[src/design/wsfb_pkg.sv]
// Shared types and constants for the WebSocket frame builder.
// Used by the front, queue, back and top-level modules; no dependencies.
package wsfb_pkg;

  localparam int S_TDATA_W = 112;

  localparam int FIN_POS = 0;
  localparam int RSV1_POS = 1;
  localparam int RSV2_POS = 2;
  localparam int RSV3_POS = 3;
  localparam int OPC_LSB = 4;
  localparam int LEN_LSB = 8;
  localparam int KEY_LSB = 71;
  localparam int DATA_LSB = 103;

  localparam logic FUNC_HEADER = 1'b0;
  localparam logic FUNC_PAYLOAD = 1'b1;

  localparam logic [62:0] LEN_DIRECT_MAX = 63'd125;
  localparam logic [62:0] LEN_16_MAX = 63'd65535;
  localparam logic [6:0] LEN_CODE_16 = 7'd126;
  localparam logic [6:0] LEN_CODE_64 = 7'd127;
  localparam logic [3:0] EXT_NONE = 4'd0;
  localparam logic [3:0] EXT_16 = 4'd2;
  localparam logic [3:0] EXT_64 = 4'd8;
  localparam logic [3:0] HDR_BASE = 4'd2;
  localparam logic [3:0] KEY_BYTES = 4'd4;

  typedef struct packed {
    logic        is_payload;
    logic [7:0]  byte0;
    logic [7:0]  byte1;
    logic [3:0]  ext_count;
    logic        key_on;
    logic        len_zero;
    logic [62:0] len;
    logic [31:0] key;
  } wsfb_entry_t;

  function automatic logic [7:0] key_byte(input logic [31:0] key, input logic [1:0] idx);
    logic [7:0] res;
    unique case (idx)
      2'd0: res = key[31:24];
      2'd1: res = key[23:16];
      2'd2: res = key[15:8];
      default: res = key[7:0];
    endcase
    return res;
  endfunction

endpackage

[src/design/wsfb_front.sv]
// Front end of the frame builder: accepts items, tracks frame state and
// masks payload bytes, then pushes work entries into the queue. Uses wsfb_pkg.
module wsfb_front import wsfb_pkg::*; (
  input  logic                 clk,
  input  logic                 rst,
  input  logic                 s_tvalid,
  output logic                 s_tready,
  input  logic [S_TDATA_W-1:0] s_tdata,
  input  logic                 s_tuser,
  input  logic                 cfg_valid,
  output logic                 cfg_ready,
  input  logic                 cfg_data,
  input  logic                 q_full,
  output logic                 push,
  output wsfb_entry_t          push_entry
);

  logic        mask_enable;
  logic [62:0] bytes_remaining;
  logic [1:0]  key_index;
  logic [31:0] held_key;

  logic        accept;
  logic [62:0] hdr_len;
  logic [31:0] hdr_key;
  logic [7:0]  data_byte;
  logic        in_frame;

  assign s_tready = !q_full;
  assign cfg_ready = 1'b1;
  assign accept = s_tvalid && s_tready;
  assign hdr_len = s_tdata[LEN_LSB +: 63];
  assign hdr_key = s_tdata[KEY_LSB +: 32];
  assign data_byte = s_tdata[DATA_LSB +: 8];
  assign in_frame = (bytes_remaining != '0);

  always_comb begin
    push_entry = '0;
    push = 1'b0;
    if (s_tuser == FUNC_PAYLOAD) begin
      push = accept && in_frame;
      push_entry.is_payload = 1'b1;
      push_entry.byte0 = data_byte ^ key_byte(held_key, key_index);
      push_entry.len_zero = (bytes_remaining == 63'd1);
    end else begin
      push = accept;
      push_entry.byte0 = {s_tdata[FIN_POS], s_tdata[RSV1_POS], s_tdata[RSV2_POS],
                          s_tdata[RSV3_POS], s_tdata[OPC_LSB +: 4]};
      if (hdr_len <= LEN_DIRECT_MAX) begin
        push_entry.byte1 = {mask_enable, hdr_len[6:0]};
        push_entry.ext_count = EXT_NONE;
      end else if (hdr_len <= LEN_16_MAX) begin
        push_entry.byte1 = {mask_enable, LEN_CODE_16};
        push_entry.ext_count = EXT_16;
      end else begin
        push_entry.byte1 = {mask_enable, LEN_CODE_64};
        push_entry.ext_count = EXT_64;
      end
      push_entry.key_on = mask_enable;
      push_entry.len_zero = (hdr_len == '0);
      push_entry.len = hdr_len;
      push_entry.key = hdr_key;
    end
  end

  always_ff @(posedge clk) begin
    if (rst) begin
      mask_enable <= 1'b0;
      bytes_remaining <= '0;
      key_index <= '0;
      held_key <= '0;
    end else begin
      if (cfg_valid && cfg_ready) begin
        mask_enable <= cfg_data;
      end
      if (accept) begin
        if (s_tuser == FUNC_HEADER) begin
          bytes_remaining <= hdr_len;
          key_index <= '0;
          held_key <= mask_enable ? hdr_key : '0;
        end else if (in_frame) begin
          bytes_remaining <= bytes_remaining - 63'd1;
          key_index <= key_index + 2'd1;
        end
      end
    end
  end

  a_hdr_len: assert property (@(posedge clk) disable iff (rst)
    s_tvalid && s_tready && s_tuser == FUNC_HEADER |=> bytes_remaining == $past(hdr_len))
    else $error("frame length not loaded at header");
  a_key_clear: assert property (@(posedge clk) disable iff (rst)
    s_tvalid && s_tready && s_tuser == FUNC_HEADER && !mask_enable |=> held_key == '0)
    else $error("key held while masking is off");
  a_drop: assert property (@(posedge clk) disable iff (rst)
    push && push_entry.is_payload |-> bytes_remaining != '0)
    else $error("payload pushed outside a frame");

endmodule

[src/design/wsfb_queue.sv]
// Short register queue of work entries between the front and back ends.
// Uses wsfb_pkg for the entry type.
module wsfb_queue import wsfb_pkg::*; #(
  parameter int DEPTH = 4
) (
  input  logic        clk,
  input  logic        rst,
  input  logic        push,
  input  wsfb_entry_t push_entry,
  output logic        full,
  input  logic        pop,
  output logic        head_valid,
  output wsfb_entry_t head
);

  localparam int PTR_W = (DEPTH > 1) ? $clog2(DEPTH) : 1;
  localparam int CNT_W = $clog2(DEPTH + 1);

  wsfb_entry_t entries [DEPTH];
  logic [PTR_W-1:0] wr_ptr;
  logic [PTR_W-1:0] rd_ptr;
  logic [CNT_W-1:0] count;

  assign full = (count == CNT_W'(DEPTH));
  assign head_valid = (count != '0);
  assign head = entries[rd_ptr];

  always_ff @(posedge clk) begin
    if (push) begin
      entries[wr_ptr] <= push_entry;
    end
  end

  always_ff @(posedge clk) begin
    if (rst) begin
      wr_ptr <= '0;
      rd_ptr <= '0;
      count <= '0;
    end else begin
      if (push) begin
        wr_ptr <= (wr_ptr == PTR_W'(DEPTH - 1)) ? '0 : wr_ptr + PTR_W'(1);
      end
      if (pop) begin
        rd_ptr <= (rd_ptr == PTR_W'(DEPTH - 1)) ? '0 : rd_ptr + PTR_W'(1);
      end
      if (push && !pop) begin
        count <= count + CNT_W'(1);
      end else if (pop && !push) begin
        count <= count - CNT_W'(1);
      end
    end
  end

  a_no_overflow: assert property (@(posedge clk) disable iff (rst) push |-> !full)
    else $error("push into full queue");
  a_no_underflow: assert property (@(posedge clk) disable iff (rst) pop |-> head_valid)
    else $error("pop from empty queue");
  a_count: assert property (@(posedge clk) disable iff (rst) count <= CNT_W'(DEPTH))
    else $error("queue count out of range");

endmodule

[src/design/wsfb_back.sv]
// Back end of the frame builder: serializes queue entries into output beats
// through a registered output stage. Uses wsfb_pkg.
module wsfb_back import wsfb_pkg::*; (
  input  logic        clk,
  input  logic        rst,
  input  logic        head_valid,
  input  wsfb_entry_t head,
  output logic        pop,
  output logic        m_tvalid,
  input  logic        m_tready,
  output logic [7:0]  m_tdata,
  output logic        m_tlast,
  output logic        m_tuser
);

  logic [3:0] pos;
  logic [3:0] hdr_count;
  logic [3:0] len_sel;
  logic [3:0] key_sel;
  logic [63:0] len_wide;
  logic       load;
  logic       last;
  logic [7:0] beat_byte;

  assign load = head_valid && (!m_tvalid || m_tready);
  assign hdr_count = HDR_BASE + head.ext_count + (head.key_on ? KEY_BYTES : 4'd0);
  assign last = head.is_payload || (pos == hdr_count - 4'd1);
  assign pop = load && last;
  assign len_wide = {1'b0, head.len};
  assign len_sel = head.ext_count + 4'd1 - pos;
  assign key_sel = pos - HDR_BASE - head.ext_count;

  always_comb begin
    if (head.is_payload || pos == 4'd0) begin
      beat_byte = head.byte0;
    end else if (pos == 4'd1) begin
      beat_byte = head.byte1;
    end else if (pos < HDR_BASE + head.ext_count) begin
      beat_byte = len_wide[{len_sel[2:0], 3'b000} +: 8];
    end else begin
      beat_byte = key_byte(head.key, key_sel[1:0]);
    end
  end

  always_ff @(posedge clk) begin
    if (rst) begin
      pos <= '0;
      m_tvalid <= 1'b0;
    end else begin
      if (load) begin
        pos <= last ? 4'd0 : pos + 4'd1;
      end
      if (load) begin
        m_tvalid <= 1'b1;
      end else if (m_tready) begin
        m_tvalid <= 1'b0;
      end
    end
  end

  always_ff @(posedge clk) begin
    if (load) begin
      m_tdata <= beat_byte;
      m_tlast <= last;
      m_tuser <= last && head.len_zero;
    end
  end

  a_pos_range: assert property (@(posedge clk) disable iff (rst) pos < 4'd14)
    else $error("header position out of range");
  a_end_is_last: assert property (@(posedge clk) disable iff (rst)
    m_tvalid && m_tuser |-> m_tlast)
    else $error("frame end on a beat that is not last of its run");
  a_pos_restart: assert property (@(posedge clk) disable iff (rst) pop |=> pos == 4'd0)
    else $error("position not cleared after entry done");

endmodule

[src/design/websocket_frame_builder.sv]
// WebSocket frame builder top level. With an empty queue and a free output stage, an
// accepted item is written into the entry queue and then loaded into the registered
// output stage before its first beat can be taken on the m side. While m_tready holds,
// payload items sustain one beat per cycle and a header item yields 2 to 14 beats at one
// per cycle from the back end; the front keeps accepting until the entry queue (QUEUE_DEPTH) fills.
// Synchronous reset clears frame state, mask_enable, the queue and the output stage.
module websocket_frame_builder import wsfb_pkg::*; #(
  parameter int QUEUE_DEPTH = 4
) (
  input  logic                 clk,
  input  logic                 rst,
  input  logic                 s_tvalid,
  output logic                 s_tready,
  // fin_bit, rsv1_bit, rsv2_bit, rsv3_bit, frame_opcode[3:0], payload_length[62:0],
  // mask_key[31:0], data_byte[7:0], one zero pad bit
  input  logic [S_TDATA_W-1:0] s_tdata,
  // func
  input  logic                 s_tuser,
  input  logic                 cfg_valid,
  output logic                 cfg_ready,
  input  logic                 cfg_data,
  output logic                 m_tvalid,
  input  logic                 m_tready,
  // out_byte[7:0]
  output logic [7:0]           m_tdata,
  output logic                 m_tlast,
  // frame_end
  output logic                 m_tuser
);

  logic        q_full;
  logic        push;
  wsfb_entry_t push_entry;
  logic        pop;
  logic        head_valid;
  wsfb_entry_t head;

  wsfb_front u_front (
    .clk        (clk),
    .rst        (rst),
    .s_tvalid   (s_tvalid),
    .s_tready   (s_tready),
    .s_tdata    (s_tdata),
    .s_tuser    (s_tuser),
    .cfg_valid  (cfg_valid),
    .cfg_ready  (cfg_ready),
    .cfg_data   (cfg_data),
    .q_full     (q_full),
    .push       (push),
    .push_entry (push_entry)
  );

  wsfb_queue #(.DEPTH(QUEUE_DEPTH)) u_queue (
    .clk        (clk),
    .rst        (rst),
    .push       (push),
    .push_entry (push_entry),
    .full       (q_full),
    .pop        (pop),
    .head_valid (head_valid),
    .head       (head)
  );

  wsfb_back u_back (
    .clk        (clk),
    .rst        (rst),
    .head_valid (head_valid),
    .head       (head),
    .pop        (pop),
    .m_tvalid   (m_tvalid),
    .m_tready   (m_tready),
    .m_tdata    (m_tdata),
    .m_tlast    (m_tlast),
    .m_tuser    (m_tuser)
  );

endmodule
[config.mk]
export PLATFORM = sky130hd
export DESIGN_NAME = websocket_frame_builder
export DESIGN_NICKNAME = d
export VERILOG_FILES = /design/src/design/wsfb_pkg.sv /design/src/design/wsfb_front.sv /design/src/design/wsfb_queue.sv /design/src/design/wsfb_back.sv /design/src/design/websocket_frame_builder.sv
export SDC_FILE = /design/constraint.sdc
export NUM_CORES = 1
export LEC_CHECK = 0
export BUFFER_PORTS_ARGS = -buffer_cell sky130_fd_sc_hd__buf_2
export CAP_MARGIN = 20
export CELL_PAD_IN_SITES_DETAIL_PLACEMENT = 1
export CELL_PAD_IN_SITES_GLOBAL_PLACEMENT = 1
export CORE_ASPECT_RATIO = 0.7
export CORE_MARGIN = 2
export CORE_UTILIZATION = 57
export CTS_BUF_LIST = sky130_fd_sc_hd__clkbuf_8
export DETAILED_ROUTE_END_ITERATION = 8
export GPL_ROUTABILITY_DRIVEN = 0
export PLACE_DENSITY_LB_ADDON = 0.08
export SYNTH_ARGS = -nofsm -noshare
export SYNTH_HDL_FRONTEND = slang
export SYNTH_SLANG_ARGS = --single-unit
[constraint.sdc]
create_clock -name clk -period 15.19 [get_ports clk]
set_input_delay 3.038 -clock clk [delete_from_list [all_inputs] [get_ports clk]]
set_output_delay 3.038 -clock clk [all_outputs]
set_load 0.02 [all_outputs]
==> Word level (Yosys, flattened, before mapping) <==
Memories as Yosys holds them, arrays and structs flattened. A register that Yosys moved wholly into a read port is not among the register bits.
Cells that the tools add are included.
{ "op_classes": {"multipliers": 0, "addsub": 14, "muxes": 31, "eq_ne": 11, "magnitude_cmp": 3, "n_bitwise": 2, "n_div": 0, "shift": 1, "n_reduce_logical": 24} }
{ "op_table": {"columns": ["cell", "count"], "rows": [
  ["2-to-1 mux 63 bit", 2],
  ["2-to-1 mux 95 bit", 1],
  ["variable part select 64 x 7 -> 8 bit", 1],
  ["equality test 63 x 1 -> 1 bit, second input constant", 1],
  ["less-or-equal comparator 63 x 16 -> 1 bit, second input constant", 1],
  ["less-or-equal comparator 63 x 7 -> 1 bit, second input constant", 1],
  ["zero test 63 bit", 1],
  ["nonzero test 63 bit", 1],
  ["subtractor 63 x 1 -> 63 bit, second input constant", 1],
  ["one-hot mux 8 bit (3 select lines)", 2],
  ["2-to-1 mux 8 bit", 5],
  ["2-to-1 mux 32 bit", 1],
  ["2-to-1 mux 13 bit", 1],
  ["2-to-1 mux 2 bit", 6],
  ["2-to-1 mux 11 bit", 1],
  ["2-to-1 mux 3 bit", 3],
  ["equality test 2 bit, second input constant", 4],
  ["XOR 8 bit", 1],
  ["logical AND 1 bit", 7],
  ["2-to-1 mux 1 bit", 7],
  ["adder 2 x 1 -> 2 bit, second input constant", 3],
  ["adder 3 x 1 -> 3 bit, second input constant", 2],
  ["2-to-1 mux 5 bit", 1],
  ["adder 2 x 4 -> 4 bit, first input constant", 1],
  ["22 further kinds", 31]
]} }
{ "word_totals": {"regBits": 120, "in_bits": 119, "rom_bits": 0, "elab_cells": 99, "memories": 1, "out_inout_bits": 13, "latch_bits": 0, "ram_bits": 472} }
{ "memory_table": {"columns": ["memory", "words", "word_bits", "rd", "rd_clocked_by_memory_dff", "write_ports", "line", "source"], "rows": [
  ["u_queue.entries", 4, 118, 1, 1, 1, "wsfb_queue.sv:19", "wsfb_entry_t entries [DEPTH];"]
]} }

==> Depth between registers and ports, before layout <==
{ "logic_depth": {"depth_word": 9, "ltp_mapped": 18, "depth_no_buf": 14} }

==> Modules after synthesis <==
Synthesis repeated with hierarchy kept, for this count alone.
{ "unflattened": {"cells_unflattened": 1745, "hier_area_um2": 25727.2} }
{ "by_module_without_submodules": {"columns": ["module", "instances", "area_each_um2", "cells_each", "seq_area_each_um2"], "rows": [
  ["wsfb_queue", 1, 17428.0, 660, 14353.8],
  ["wsfb_front", 1, 6531.3, 930, 1961.9],
  ["wsfb_back", 1, 1767.9, 155, 400.4]
]} }

==> Least setup slack after synthesis <==
No wires, ideal clock.
{ "synth_path": {"path_kind": "input to register", "from": "input s_tuser", "to": "memory u_queue.entries[0][0] in the netlist's numbering (enable)", "required_time_ps": 14702, "t_arrival_ps": 6711, "path_slack_ps": 7991, "stages": 8, "setup_time_ps": 488, "path_buffers": 3, "path_cell_list": "clkbuf_1 > nand4_1 > or4_4 > o311ai_4 > inv_2 > buf_2 > buf_2 > and2_1"} }
{ "synth_between": {"elab_chain_len": 3} }
{ "synth_lines": {"columns": ["element", "line", "source"], "rows": [
  ["start: declaration", "websocket_frame_builder.sv:18", "input logic s_tuser,"],
  ["2-to-1 mux 1 bit", "wsfb_front.sv:40", "if (s_tuser == FUNC_PAYLOAD) begin"],
  ["2-to-1 mux 1 bit", "wsfb_queue.sv:29", "if (push) begin"],
  ["2-to-1 mux 1 bit (implied by the code)", "wsfb_queue.sv:30", "entries[wr_ptr] <= push_entry;"],
  ["end: declaration", "wsfb_queue.sv:19", null]
]} }
Every way passes these cells.

==> Worst setup path after layout <==
{ "layout_path": {"from": "input s_tuser", "to": "memory u_queue.entries[2][40] in the netlist's numbering (enable)"} }
The elaborated chain is that of the path after synthesis.

==> impl_metrics.ini <==
[floorplanning]
num_io_pins = 132
floorplan.initialDensity_pct = 57.4
fp.dieW_um = 254
design.core.area_um2 = 43400
floorplan.die_area_um2 = 45500
num_rows = 64
die-height_um = 179

[critical_path]
timing.setup.critical_path_class = in -> reg
critPathCaptureType = flop
slowest_stage_delay_cp_ns = 0.72
path_max_fanout = 66
critPathMostFrequentCell = sky130_fd_sc_hd__buf_4
worstPathBufferInverterCount = 5
crit_path_top_delay_cell = sky130_fd_sc_hd__buf_4
cp_data_required_time_ns = 15.47
crit_chain = buf_6 > nand4_1 > or4_4 > o311ai_4 > inv_2 > buf_4 > and2_4 > buf_4 > buf_4
worst_setup_path_start_kind = input port
timing.critical_path.max_delay_family = buffers and inverters
worst_ep_arrival_time_ns = 6.46

[hold_path]
timing.hold.worst.class = reg -> reg

[power]
power.density_cell_area_nw_per_um2 = 164
irDropWorstVdd_v = 0.0000892
cellLeakagePower_nw = 9.34

[final_layout]
layout-drive-gt1-share_pct = 21.1
synthToLayoutAreaGrowth_pct = 11.5
finalNetCount = 2035
utilization_of_the_core_after_routing_pct = 64.1

[synth]
syn-cell-area_um2 = 24900
synth_async_sr_flop_share_pct = 0
synth_top_flop_cell = sky130_fd_sc_hd__edfxtp_1
post_syn_nets = 1895
ys_ff_latch = 582
edff_count_synth = 470
synthDistinctLibCells = 63
yosys_warnings = 0
syn_avg_cell_area_um2 = 14.2
synth.yosys.seq_area_share_pct = 65.6
post_synth_inst_count = 1754

[placed_design]
dp_hpwl_um = 47200
numPortBuffers = 129

[clock_tree]
numClockSinks = 582
ctsRootBufferMaster = sky130_fd_sc_hd__clkbuf_8
ctsHtreeMaxLevel = 3
insertion_delay_ns = 0.67
post_cts_buffers = 0
post_cts_resize_count = 0
worst_setup_hold_path_clk_slew_ns = 0.06
holdBufCountCts = 0
clockBufferDepth = 3
numCtsBuffers = 88
tritoncts = yes

[routing]
via_count_of_the_routed_design = 16500
drt-wirelength-per-cell_um = 28.2
drc_errors = 0
via_per_inst = 6.44
detail_route.wirelength_um = 72200
detail_route.first_pass.iterations = 5
detail_route.iter0.violations = 1788
route.antenna.remaining_nets = 0

[grt]
grt_start_max_net_pins = 92
gr-total-overflow = 0
grt_pass1_wl_um = 107000
grt_antenna_before_repair = 5
first_global_vias = 16900
track_usage_pct = 32.6

[sta]
period_minus_slack_ns = 6.19
min_period_over_period_pct = 40.7
setup-violations-final = 0
worst_clock_skew_ns = 0.0308
final_max_slew_viol_count = 0
hold_viol = 0
max-slew-margin-rel_pct = 25.2
max_freq_ghz = 0.162
worst-slew-pin-transition_ns = 1.12
setup_repair_after_global_routing_missed_its_margin = false
timing.setup.tns_ns = 0

[job]
timing.max_cap.violations = 0

[run_status]
run_status = finished clean
cell usage after synthesis, types with 42 or more instances:
library cell               instances  area [um^2]
sky130_fd_sc_hd__o21ai_0          98          490
sky130_fd_sc_hd__clkbuf_1         79          297
sky130_fd_sc_hd__mux2i_1          42          420
sky130_fd_sc_hd__edfxtp_1        470        14100
sky130_fd_sc_hd__inv_1            46          173
sky130_fd_sc_hd__a22oi_1          42          315
sky130_fd_sc_hd__a21oi_1          97          485
sky130_fd_sc_hd__nor2b_1          93          582
sky130_fd_sc_hd__nor3_1           48          240
sky130_fd_sc_hd__dfxtp_1         112         2240
sky130_fd_sc_hd__mux4_2          106         2390
sky130_fd_sc_hd__nor2_1          117          439
sky130_fd_sc_hd__nand2_1          70          263
sequential cells by signal (all words and copies together) (netlist names), 2 cells and up, named ones only:
signal                   cells
u_front.held_key            32
u_back.m_tdata               8
u_queue.rd_ptr               2
u_back.pos                   4
u_queue.wr_ptr               2
u_front.bytes_remaining     63
u_front.key_index            2
u_queue.count                3
u_queue.entries            460
worst min-delay path: cells and delay by family (launching register included):
kind / cells / cell delay [ns]
flip-flops: 1 / 0.32
AO/OA/AOI/OAI: 1 / 0.05
AND/OR/NAND/NOR: 1 / 0.06
through the flow:
step                hold WS [ns]  setup WS [ns]  std cells  cell area, um^2  power, mW
floorplan                  0.433           7.99       1754            24900       2.87
global placement           0.447           8.39       2397            26100       3.29
detailed placement         0.473           8.35       2397            26100       3.34
CTS                        0.485           9.06       2560            27800       4.57
global route               0.513           8.85       2563            27800       4.74
finish                     0.480           9.00       2563            27800       4.56
logic make-up after synthesis:
| family | synth area share (%) |
|---|---|
| AO/OA/AOI/OAI | 9.46 |
| XOR/XNOR | 0.632 |
| adder cells (fa/ha/maj) | 1.13 |
| buffers and inverters | 2.49 |
| flip-flops | 65.6 |
| multiplexers | 11.3 |
| other | 0.0150 |
| AND/OR/NAND/NOR | 9.41 |
placed cells by master (no fill, tap or decap), drive strengths merged, types with 10 or more instances in the layout:
master,instances
nor2,117
a211oi,17
a21oi,97
ha,21
or4,14
nand4,12
o211ai,10
nand2,71
dfxtp,112
a31oi,13
mux4,106
or3,11
nor2b,93
nand3,30
o32ai,12
buf,159
inv,81
edfxtp,470
clkinv,36
o21a,11
o22ai,18
nor3,48
nor4,29
xnor2,12
clkbuf,92
o21ai,98
mux2i,42
or2,12
a22oi,42
path summary, 6_finish.rpt:
check / from / to / slack [ns] / cells after the start
setup reg to reg: flop / u_queue.count[2] / 10.23 / 14
hold reg to reg: u_front.bytes_remaining[36] / u_front.bytes_remaining[36] / 0.48 / 2
setup / recovery: s_tuser / u_queue.entries[2][40] / 9.00 / 9
hold / removal: u_front.bytes_remaining[36] / u_front.bytes_remaining[36] / 0.48 / 2
layout make-up:
type | count | area, um^2
Sequential cell | 582 | 16400
Fill cell | 4171 | 15600
Multi-Input combinational cell | 1013 | 7970
Clock buffer | 92 | 1270
Timing Repair Buffer | 159 | 887
Tap cell | 594 | 743
Clock inverter | 71 | 388
Inverter | 50 | 188
Antenna cell | 2 | 5.00
power by group:
group	switching, mW	internal (mW)	total (mW)
registers	0.107	1.92	2.03
logic	0.800	0.500	1.30
clock network	0.616	0.616	1.23
metal layers:
| metal | track usage, % | wire (um) |
|---|---|---|
| met2 | 49.3 | 33100 |
| met5 | 0 | 13 |
| met4 | 8.77 | 1500 |
| met1 | 47.1 | 30500 |
| met3 | 8.62 | 7080 |
No activity file was read; power rests on OpenSTA's default activity.
